===== config.mk =====
export PLATFORM = sky130hd
export DESIGN_NAME = cartridge_bank_register_decoder
export DESIGN_NICKNAME = d
export VERILOG_FILES = /design/src/design/cbrd_pkg.sv /design/src/design/cartridge_bank_register_decoder.sv /design/src/design/cbrd_cfg_regs.sv /design/src/design/cbrd_decode.sv /design/src/design/cbrd_bank_mem.sv
export SDC_FILE = /design/constraint.sdc
export NUM_CORES = 1
export LEC_CHECK = 0
export ABC_CLOCK_PERIOD_IN_PS = 3900
export BUFFER_PORTS_ARGS = -buffer_cell sky130_fd_sc_hd__buf_2
export CAP_MARGIN = 20
export CELL_PAD_IN_SITES_DETAIL_PLACEMENT = 0
export CELL_PAD_IN_SITES_GLOBAL_PLACEMENT = 1
export CORE_MARGIN = 5
export CORE_UTILIZATION = 46
export DETAILED_ROUTE_END_ITERATION = 10
export GPL_ROUTABILITY_DRIVEN = 0
export GPL_TIMING_DRIVEN = 1
export PLACE_DENSITY = 0.87
export RECOVER_POWER = 100
export SETUP_SLACK_MARGIN = 0.02
export SYNTH_ARGS = -nofsm -noshare
export SYNTH_HDL_FRONTEND = slang
export SYNTH_SLANG_ARGS = --single-unit

===== constraint.sdc =====
create_clock -name clk_i -period 3.9 [get_ports clk_i]
set_clock_uncertainty 0.05 [all_clocks]
set_input_delay 0.78 -clock clk_i [delete_from_list [all_inputs] [get_ports clk_i]]
set_output_delay 0.78 -clock clk_i [all_outputs]
set_load 0.01 [all_outputs]

===== src/design/cbrd_pkg.sv =====
`timescale 1ns / 1ps
// ----------------------------------------------------------------------------
// cbrd_pkg
// Shared types and constants of the cartridge bank register decoder.
// ----------------------------------------------------------------------------
package cbrd_pkg;

  localparam int unsigned BANK_W    = 8;
  localparam int unsigned SLOT_W    = 3;
  localparam int unsigned CHR_SLOTS = 8;
  localparam int unsigned ADDR_W    = 16;
  localparam int unsigned PADDR_W   = 4;
  localparam int unsigned PDATA_W   = 32;

  // Configuration register indexes (paddr[3:2])
  localparam logic [1:0] REG_VARIANT = 2'd0;
  localparam logic [1:0] REG_PRG_AND = 2'd1;
  localparam logic [1:0] REG_PRG_MAX = 2'd2;
  localparam logic [1:0] REG_CHR_MAX = 2'd3;

  // Top address nibbles of the register windows
  localparam logic [3:0] NIB_PRG0   = 4'h8;
  localparam logic [3:0] NIB_MIRROR = 4'h9;
  localparam logic [3:0] NIB_PRG1   = 4'hA;
  localparam logic [3:0] NIB_CHR_LO = 4'hB;
  localparam logic [3:0] NIB_CHR_HI = 4'hE;

  typedef enum logic [1:0] {
    KIND_NONE   = 2'd0,
    KIND_PROG   = 2'd1,
    KIND_MIRROR = 2'd2,
    KIND_CHAR   = 2'd3
  } kind_e;

  typedef struct packed {
    logic              variant;
    logic [BANK_W-1:0] prg_and;
    logic [BANK_W-1:0] prg_max;
    logic [BANK_W-1:0] chr_max;
  } cfg_t;

  typedef struct packed {
    kind_e             kind;
    logic [SLOT_W-1:0] slot;
    logic              high_nib;
  } dec_t;

  typedef struct packed {
    logic              rd_en;
    logic [SLOT_W-1:0] rd_slot;
    logic              wr_en;
    logic [SLOT_W-1:0] wr_slot;
    logic [BANK_W-1:0] wr_data;
  } mem_req_t;

endpackage


===== src/design/cartridge_bank_register_decoder.sv =====
`timescale 1ns / 1ps
// Result path: a taken write transfer is registered in stage 1 and then in the
// output register, from which it is offered on the result channel.
// Throughput: one CPU write per cycle while the result channel does not stall,
// with the character bank memory forwarding the preceding write into its read.
// Reset: configuration returns to normal wiring and full masks, mirroring to
// vertical, and every character slot reads back as its own index.
// ----------------------------------------------------------------------------
// cartridge_bank_register_decoder
// Decodes CPU writes into program bank, mirroring and character bank
// registers and reports the register each write updated.
// ----------------------------------------------------------------------------
module cartridge_bank_register_decoder (
  input  logic                         clk_i,
  input  logic                         rst_ni,
  // configuration port
  input  logic                         psel,
  input  logic                         penable,
  input  logic                         pwrite,
  input  logic [cbrd_pkg::PADDR_W-1:0] paddr,
  input  logic [cbrd_pkg::PDATA_W-1:0] pwdata,
  output logic [cbrd_pkg::PDATA_W-1:0] prdata,
  output logic                         pready,
  // CPU write channel
  input  logic                         in_valid_i,
  output logic                         in_stall_o,
  input  logic [15:0]                  cpu_address_i,
  input  logic [7:0]                   cpu_data_i,
  // result channel
  output logic                         out_valid_o,
  input  logic                         out_stall_i,
  output logic [1:0]                   target_kind_o,
  output logic [2:0]                   target_slot_o,
  output logic [7:0]                   bank_number_o,
  output logic                         mirror_horizontal_o
);

  cbrd_pkg::cfg_t     cfg;
  cbrd_pkg::dec_t     dec;
  cbrd_pkg::mem_req_t mem_req;

  // stage 1: decoded write waiting on the bank memory read
  logic                        s1_valid_q;
  cbrd_pkg::dec_t              s1_dec_q;
  logic [7:0]                  s1_data_q;

  // output register
  logic                        out_valid_q;
  cbrd_pkg::kind_e             out_kind_q;
  logic [cbrd_pkg::SLOT_W-1:0] out_slot_q;
  logic [cbrd_pkg::BANK_W-1:0] out_bank_q;
  logic                        out_mirror_q;

  logic                        mirror_q;
  logic                        mirror_d;

  logic                        out_load;
  logic                        s1_adv;
  logic                        in_xfer;
  logic [cbrd_pkg::BANK_W-1:0] chr_old;
  logic [3:0]                  nib;
  logic [cbrd_pkg::BANK_W-1:0] chr_raw;
  logic [cbrd_pkg::BANK_W-1:0] chr_new;
  logic [cbrd_pkg::BANK_W-1:0] prg_raw;
  logic [cbrd_pkg::BANK_W-1:0] prg_new;
  logic [cbrd_pkg::SLOT_W-1:0] res_slot;
  logic [cbrd_pkg::BANK_W-1:0] res_bank;

  cbrd_cfg_regs u_cfg (
    .clk_i   (clk_i),
    .rst_ni  (rst_ni),
    .psel    (psel),
    .penable (penable),
    .pwrite  (pwrite),
    .paddr   (paddr),
    .pwdata  (pwdata),
    .prdata  (prdata),
    .pready  (pready),
    .cfg_o   (cfg)
  );

  cbrd_decode u_dec (
    .addr_i    (cpu_address_i),
    .variant_i (cfg.variant),
    .dec_o     (dec)
  );

  // Handshake: the output register frees when empty or taken; stage 1 moves
  // on whenever the output register can load, so a new transfer is taken in
  // the same cycle as the previous result is handed on.
  assign out_load   = !out_valid_q || !out_stall_i;
  assign s1_adv     = s1_valid_q && out_load;
  assign in_stall_o = s1_valid_q && !out_load;
  assign in_xfer    = in_valid_i && !in_stall_o;

  // Read the slot on every transfer in; write back when stage 1 moves on with a character write.
  // The memory forwards a same-edge write into the read.
  assign mem_req.rd_en   = in_xfer;
  assign mem_req.rd_slot = dec.slot;
  assign mem_req.wr_en   = s1_adv && (s1_dec_q.kind == cbrd_pkg::KIND_CHAR);
  assign mem_req.wr_slot = s1_dec_q.slot;
  assign mem_req.wr_data = chr_new;

  cbrd_bank_mem u_mem (
    .clk_i  (clk_i),
    .rst_ni (rst_ni),
    .req_i  (mem_req),
    .old_o  (chr_old)
  );

  // Character nibble merge. The variant board drops the low data bit: the
  // low nibble shifts right by one and the high nibble lands one bit lower,
  // its lowest bit ORed into bit 3 of the old value.
  assign nib = s1_data_q[3:0];

  always_comb begin
    if (!s1_dec_q.high_nib) begin
      chr_raw = cfg.variant ? {chr_old[7:4], 1'b0, nib[3:1]} : {chr_old[7:4], nib};
    end else begin
      chr_raw = cfg.variant ? {1'b0, nib[3:1], chr_old[3] | nib[0], chr_old[2:0]}
                            : {nib, chr_old[3:0]};
    end
  end

  // Limit: a bank above the maximum is folded back with it as a mask
  assign chr_new = (chr_raw > cfg.chr_max) ? (chr_raw & cfg.chr_max) : chr_raw;
  assign prg_raw = s1_data_q & cfg.prg_and;
  assign prg_new = (prg_raw > cfg.prg_max) ? (prg_raw & cfg.prg_max) : prg_raw;

  always_comb begin
    res_slot = '0;
    res_bank = '0;
    mirror_d = mirror_q;
    case (s1_dec_q.kind)
      cbrd_pkg::KIND_PROG: begin
        res_slot = s1_dec_q.slot;
        res_bank = prg_new;
      end
      cbrd_pkg::KIND_MIRROR: begin
        mirror_d = s1_data_q[0];
      end
      cbrd_pkg::KIND_CHAR: begin
        res_slot = s1_dec_q.slot;
        res_bank = chr_new;
      end
      default: ;
    endcase
  end

  // control state
  always_ff @(posedge clk_i or negedge rst_ni) begin
    if (!rst_ni) begin
      s1_valid_q  <= 1'b0;
      out_valid_q <= 1'b0;
      mirror_q    <= 1'b0;
    end else begin
      if (in_xfer) begin
        s1_valid_q <= 1'b1;
      end else if (s1_adv) begin
        s1_valid_q <= 1'b0;
      end
      if (out_load) begin
        out_valid_q <= s1_valid_q;
      end
      if (s1_adv) begin
        mirror_q <= mirror_d;
      end
    end
  end

  // payload: hold while stalled
  always_ff @(posedge clk_i) begin
    if (in_xfer) begin
      s1_dec_q  <= dec;
      s1_data_q <= cpu_data_i;
    end
    if (s1_adv) begin
      out_kind_q   <= s1_dec_q.kind;
      out_slot_q   <= res_slot;
      out_bank_q   <= res_bank;
      out_mirror_q <= mirror_d;
    end
  end

  assign out_valid_o         = out_valid_q;
  assign target_kind_o       = out_kind_q;
  assign target_slot_o       = out_slot_q;
  assign bank_number_o       = out_bank_q;
  assign mirror_horizontal_o = out_mirror_q;

`ifndef SYNTH
  a_stall_needs_item: assert property (@(posedge clk_i) disable iff (!rst_ni)
    in_stall_o |-> s1_valid_q && out_valid_q)
    else $error("input stalled with no item held");

  a_quiet_result: assert property (@(posedge clk_i) disable iff (!rst_ni)
    out_valid_o && (target_kind_o == cbrd_pkg::KIND_NONE ||
                    target_kind_o == cbrd_pkg::KIND_MIRROR)
    |-> target_slot_o == '0 && bank_number_o == '0)
    else $error("non-bank result carries slot or bank");

  a_prog_slot: assert property (@(posedge clk_i) disable iff (!rst_ni)
    out_valid_o && target_kind_o == cbrd_pkg::KIND_PROG |-> target_slot_o[2:1] == 2'b00)
    else $error("program result outside slots 0 and 1");

  a_mirror_update: assert property (@(posedge clk_i) disable iff (!rst_ni)
    s1_adv && s1_dec_q.kind == cbrd_pkg::KIND_MIRROR |=> mirror_q == $past(s1_data_q[0]))
    else $error("mirroring not updated by its write");
`endif

endmodule


===== src/design/cbrd_cfg_regs.sv =====
`timescale 1ns / 1ps
// ----------------------------------------------------------------------------
// cbrd_cfg_regs
// APB register file holding board wiring and bank limit settings.
// ----------------------------------------------------------------------------
module cbrd_cfg_regs (
  input  logic                         clk_i,
  input  logic                         rst_ni,
  input  logic                         psel,
  input  logic                         penable,
  input  logic                         pwrite,
  input  logic [cbrd_pkg::PADDR_W-1:0] paddr,
  input  logic [cbrd_pkg::PDATA_W-1:0] pwdata,
  output logic [cbrd_pkg::PDATA_W-1:0] prdata,
  output logic                         pready,
  output cbrd_pkg::cfg_t               cfg_o
);

  cbrd_pkg::cfg_t cfg_q;
  logic           wr_en;
  logic [1:0]     reg_idx;

  assign pready  = 1'b1;
  assign reg_idx = paddr[3:2];
  assign wr_en   = psel & penable & pwrite & pready;

  always_ff @(posedge clk_i or negedge rst_ni) begin
    if (!rst_ni) begin
      cfg_q.variant <= 1'b0;
      cfg_q.prg_and <= '1;
      cfg_q.prg_max <= '1;
      cfg_q.chr_max <= '1;
    end else if (wr_en) begin
      case (reg_idx)
        cbrd_pkg::REG_VARIANT: cfg_q.variant <= pwdata[0];
        cbrd_pkg::REG_PRG_AND: cfg_q.prg_and <= pwdata[cbrd_pkg::BANK_W-1:0];
        cbrd_pkg::REG_PRG_MAX: cfg_q.prg_max <= pwdata[cbrd_pkg::BANK_W-1:0];
        cbrd_pkg::REG_CHR_MAX: cfg_q.chr_max <= pwdata[cbrd_pkg::BANK_W-1:0];
        default: ;
      endcase
    end
  end

  always_comb begin
    prdata = '0;
    case (reg_idx)
      cbrd_pkg::REG_VARIANT: prdata[0] = cfg_q.variant;
      cbrd_pkg::REG_PRG_AND: prdata[cbrd_pkg::BANK_W-1:0] = cfg_q.prg_and;
      cbrd_pkg::REG_PRG_MAX: prdata[cbrd_pkg::BANK_W-1:0] = cfg_q.prg_max;
      cbrd_pkg::REG_CHR_MAX: prdata[cbrd_pkg::BANK_W-1:0] = cfg_q.chr_max;
      default: prdata = '0;
    endcase
  end

  assign cfg_o = cfg_q;

endmodule


===== src/design/cbrd_decode.sv =====
`timescale 1ns / 1ps
// ----------------------------------------------------------------------------
// cbrd_decode
// CPU write address decode into register kind, slot and nibble select.
// ----------------------------------------------------------------------------
module cbrd_decode (
  input  logic [cbrd_pkg::ADDR_W-1:0] addr_i,
  input  logic                        variant_i,
  output cbrd_pkg::dec_t              dec_o
);

  logic [3:0] top;
  logic [1:0] low;
  logic [3:0] chr_row;

  assign top     = addr_i[cbrd_pkg::ADDR_W-1:cbrd_pkg::ADDR_W-4];
  // variant wiring swaps A0 and A1
  assign low     = variant_i ? {addr_i[0], addr_i[1]} : addr_i[1:0];
  assign chr_row = top - cbrd_pkg::NIB_CHR_LO;

  always_comb begin
    dec_o.kind     = cbrd_pkg::KIND_NONE;
    dec_o.slot     = '0;
    dec_o.high_nib = 1'b0;
    if (top == cbrd_pkg::NIB_PRG0) begin
      dec_o.kind = cbrd_pkg::KIND_PROG;
    end else if (top == cbrd_pkg::NIB_PRG1) begin
      dec_o.kind = cbrd_pkg::KIND_PROG;
      dec_o.slot = 3'd1;
    end else if (top == cbrd_pkg::NIB_MIRROR) begin
      dec_o.kind = cbrd_pkg::KIND_MIRROR;
    end else if (top >= cbrd_pkg::NIB_CHR_LO && top <= cbrd_pkg::NIB_CHR_HI) begin
      dec_o.kind     = cbrd_pkg::KIND_CHAR;
      dec_o.slot     = {chr_row[1:0], low[1]};
      dec_o.high_nib = low[0];
    end
  end

endmodule


===== src/design/cbrd_bank_mem.sv =====
`timescale 1ns / 1ps
// ----------------------------------------------------------------------------
// cbrd_bank_mem
// Character bank store: synchronous memory with per-entry valid bits and
// write-to-read forwarding for back-to-back access to the same slot.
// ----------------------------------------------------------------------------
module cbrd_bank_mem (
  input  logic                        clk_i,
  input  logic                        rst_ni,
  input  cbrd_pkg::mem_req_t          req_i,
  output logic [cbrd_pkg::BANK_W-1:0] old_o
);

  logic [cbrd_pkg::BANK_W-1:0]    mem [cbrd_pkg::CHR_SLOTS];
  logic [cbrd_pkg::BANK_W-1:0]    rd_data_q;
  logic [cbrd_pkg::CHR_SLOTS-1:0] ent_vld_q;
  logic                           rd_vld_q;
  logic                           hit_q;
  logic [cbrd_pkg::BANK_W-1:0]    fwd_q;
  logic [cbrd_pkg::SLOT_W-1:0]    rd_slot_q;
  logic                           hit;

  assign hit = req_i.wr_en && (req_i.wr_slot == req_i.rd_slot);

  always_ff @(posedge clk_i) begin
    if (req_i.wr_en) begin
      mem[req_i.wr_slot] <= req_i.wr_data;
    end
    if (req_i.rd_en) begin
      rd_data_q <= mem[req_i.rd_slot];
    end
  end

  always_ff @(posedge clk_i) begin
    if (req_i.rd_en) begin
      fwd_q     <= req_i.wr_data;
      rd_slot_q <= req_i.rd_slot;
    end
  end

  always_ff @(posedge clk_i or negedge rst_ni) begin
    if (!rst_ni) begin
      ent_vld_q <= '0;
      rd_vld_q  <= 1'b0;
      hit_q     <= 1'b0;
    end else begin
      if (req_i.wr_en) begin
        ent_vld_q[req_i.wr_slot] <= 1'b1;
      end
      if (req_i.rd_en) begin
        rd_vld_q <= ent_vld_q[req_i.rd_slot];
        hit_q    <= hit;
      end
    end
  end

  // an entry never written reads as its own slot number
  assign old_o = hit_q    ? fwd_q :
                 rd_vld_q ? rd_data_q :
                 {{(cbrd_pkg::BANK_W-cbrd_pkg::SLOT_W){1'b0}}, rd_slot_q};

endmodule

==> results by group <==
Critical path
  – Setup crit start kind: register
  – Worst reg2reg setup slack: 0.42 ns
  – Critical path data required time: 4.01 ns
  – Crit path launch: u_mem.rd_vld_q$_DFFE_PN0P_
  – Delay-heaviest family, CP: compound AO/OA/AOI/OAI gates
  – Critical path depth in cells: 9
  – RR Startpoint: u_mem.rd_vld_q$_DFFE_PN0P_
  – CP Buf/Inv Count: 0
  – Last element of the critical path: bank_number_o[6]$_DFFE_PP_
  – Cell chain of the critical path: nor2b_1 -> a22oi_1 -> o21ai_0 -> ha_1 -> a21oi_1 -> o21ai_0 -> o22ai_2 -> mux2_1 -> o211a_1
  – Critical Path AT: 3.59 ns
  – CP Max Fanout: 10
  – Crit Path Class: reg2reg
  – CP most frequent cell: o21ai_0
  – CP max stage delay: 0.57 ns
  – Worst R2R End: bank_number_o[6]$_DFFE_PP_
  – Worst Reg-to-Reg Cells: 9
  – Worst Setup End Kind: register
  – Slowest CP cell: mux2_1

STA
  – Post-Route Setup TNS: 0 ns
  – Fmax: 287 MHz
  – Tmin final: 3.48 ns
  – Slew Viols, Final: 73
  – RSZ-0062 raised after global routing: no
  – Final hold vios: 0
  – Worst slew margin: -45.0%
  – Worst-Margin Slew: 2.17 ns
  – Setup violators final: 0
  – Crit share post-route: 89.2%

Power and ir drop
  – P_int: 0.00338 W
  – Design Power: 0.00460 W
  – Clk pwr share: 38.0%
  – Sw Share: 26.4%
  – Leak: 3.38 nW
  – NetSw: 0.00121 W
  – Reg power frac: 45.0%
  – Combinational power share: 17.0%
  – Max VDD drop: 0.331 mV
  – Pwr Density: 557 mW/mm2

Status
  – Failing checks: capacitance limit, slew limit
  – Outcome: finished, violations left

GRT
  – Initial antenna violation count: 0
  – GRT Resource Usage Total: 18.0%
  – Gr ovfl total: 0
  – Largest net degree at the start of global routing: 39
  – First-pass GRT wire length: 25.2 mm
  – Vias in the first global route: 4784

Place
  – Port Buffers: 54
  – Final HPWL DP: 10.8 mm

Yosys
  – Cell Area, Synth: 0.00730 mm2
  – Post-synth EDFFs: 108
  – Seq/Total Area, Yosys: 57.8%
  – Average cell area after synthesis: 13.1 um2
  – Most used flip-flop cell after synthesis: edfxtp_1
  – Asr flop ratio synth: 26.0%
  – Synth Instances: 558
  – Synth cell types: 50
  – Yosys warnings: 0
  – FF+latch count, synth: 146

Worst hold path
  – Hold Path Stages: 1
  – Hold path start: u_mem.ent_vld_q[4]$_DFFE_PN0P_
  – Worst hold path class: reg2reg

Floorplan
  – Die W: 136 um
  – Die area: 0.0185 mm2
  – Starting Density: 46.5%
  – Die height: 136 um
  – Ports: 116
  – Std-Cell Rows: 46
  – Core area: 0.0157 mm2

Clocking
  – H-tree depth: 4
  – Post-CTS sizing: 0
  – Total CTS buffers: 17
  – CTS tree: built
  – Clock transition at the registers of the reported paths: 0.06 ns
  – Post-CTS setup buffers: 0
  – CTS Sinks: 146
  – Clk root buf: clkbuf_16
  – Hold_buf cts: 0
  – Skew-Pair Late Insertion Delay: 0.41 ns
  – Clock buffer depth: 2

Detailed routing
  – Drt first pass iters: 4
  – Post-DRT Antenna Nets: 0
  – Via density: 5.32
  – Routed wire per std cell: 18.6 um
  – DRC Markers: 0
  – First DRT Iteration DRCs: 280
  – Total number of vias: 4486
  – Drt total wl: 15.7 mm

Finish
  – Layout Nets: 718
  – N_diodes: 0
  – Area growth, synth to finish: 13.0%
  – Layout cell share with drive strength beyond 1: 21.1%

Run
  – Max-cap violations: 2
[registers in the layout, indices dropped and copies added, names as in the netlist, 8 cells and up]
name             flops
u_mem.fwd_q          8
u_mem.mem           64
s1_data_q            8
u_mem.ent_vld_q      8
u_mem.rd_data_q      8
u_cfg.cfg_o         25
bank_number_o        8
[cell type report]
type,count,area [um2]
Tap cell,216,270
Sequential cell,146,4220
Multi-Input combinational cell,357,2730
Inverter,31,116
Fill cell,1330,7460
Clock inverter,12,205
Timing Repair Buffer,62,273
Clock buffer,19,433
[metrics by stage]
step	hold WS, ns	std cells	utilization (%)	setup WS [ns]	cell area [um2]
after global placement	0.395	812	48.9	0.606	7680
after floorplan	0.382	581	-	0.427	7390
after global routing	0.449	843	52.5	0.195	8250
after detailed placement	0.400	812	48.9	0.551	7680
after CTS	0.416	843	52.9	0.519	8320
final	0.413	843	52.5	0.420	8250
[worst min-delay path by stage]
stage | to | slack, ns
6_report | u_mem.ent_vld_q[4]$_DFFE_PN0P_ | 0.41
5_1_grt | u_mem.ent_vld_q[5]$_DFFE_PN0P_ | 0.45
4_1_cts | u_mem.ent_vld_q[4]$_DFFE_PN0P_ | 0.42
3_5_place_dp | u_mem.ent_vld_q[0]$_DFFE_PN0P_ | 0.40
3_3_place_gp | u_mem.ent_vld_q[2]$_DFFE_PN0P_ | 0.39
2_1_floorplan | u_mem.ent_vld_q[2]$_DFFE_PN0P_ | 0.38
[routing by layer]
layer,wire length [um],vias to the layer above,global-route usage (%),part of all wire (%)
li1,-,2113,-,-
met2,8130,131,31.7,52
met5,0,-,0,0
met3,893,16,3.18,5.7
met1,6400,2226,22.2,41
met4,268,0,6.33,1.7
[cell families (layout without fill, tap and decap cells)]
group	Yosys count	in the layout	synth area share, %
compound gates	107	107	10.1
xor+xnor	3	3	0.360
fa+ha+maj	36	36	6.17
buf+inv	78	124	5.91
flops	146	146	57.8
mux	79	79	12.2
other cells	2	25	0.103
simple gates	107	107	7.30
[worst reg2reg max path, stage by stage, from the launching register on]
cell and delay, ns:
dfrtp_1 0.45, nor2b_1 0.39, a22oi_1 0.12, o21ai_0 0.35
ha_1 0.32, a21oi_1 0.14, o21ai_0 0.13, o22ai_2 0.40
mux2_1 0.57, o211a_1 0.30
[layout by cell type, fill, tap and decap left out, types with 14 or more instances in the layout]
cell,instances
buf_2,26
clkbuf_1,36
clkbuf_16,17
conb_1,25
dfrtp_1,14
dfstp_2,24
edfxtp_1,108
ha_1,36
inv_1,31
mux2_2,36
mux2i_1,28
nand2_1,41
nor2_1,17
o21ai_0,36
[synthesized netlist by cell type (5+ instances only)]
cell type	instances	area, um2
clkbuf_1	17	63.8
mux2i_1	28	280
a22o_1	8	70.1
dfstp_2	24	631
o21ai_0	30	150
o311ai_0	8	70.1
o21ai_1	10	50.1
nand3_1	8	40.0
a21oi_1	13	65.1
nand2b_1	5	31.3
inv_1	31	116
edfxtp_1	108	3240
a22oi_1	5	37.5
mux2_2	47	529
nand2_1	41	154
ha_1	36	450
o211a_1	9	90.1
or2_2	9	56.3
dfrtp_1	14	350
nand4_1	5	31.3
buf_4	26	195
o211ai_1	11	82.6
nor2b_1	6	37.5
nor2_1	17	63.8
[power by group through the flow]
stage               combinational (W)  sequential [W]  clock [W]
floorplan                    0.000599         0.00204          0
global placement             0.000765         0.00208          0
detailed placement           0.000797         0.00209          0
CTS                          0.000813         0.00206    0.00177
global route                 0.000878         0.00209    0.00184
finish                       0.000781         0.00207    0.00175
Power figures use the tool's default switching activity.
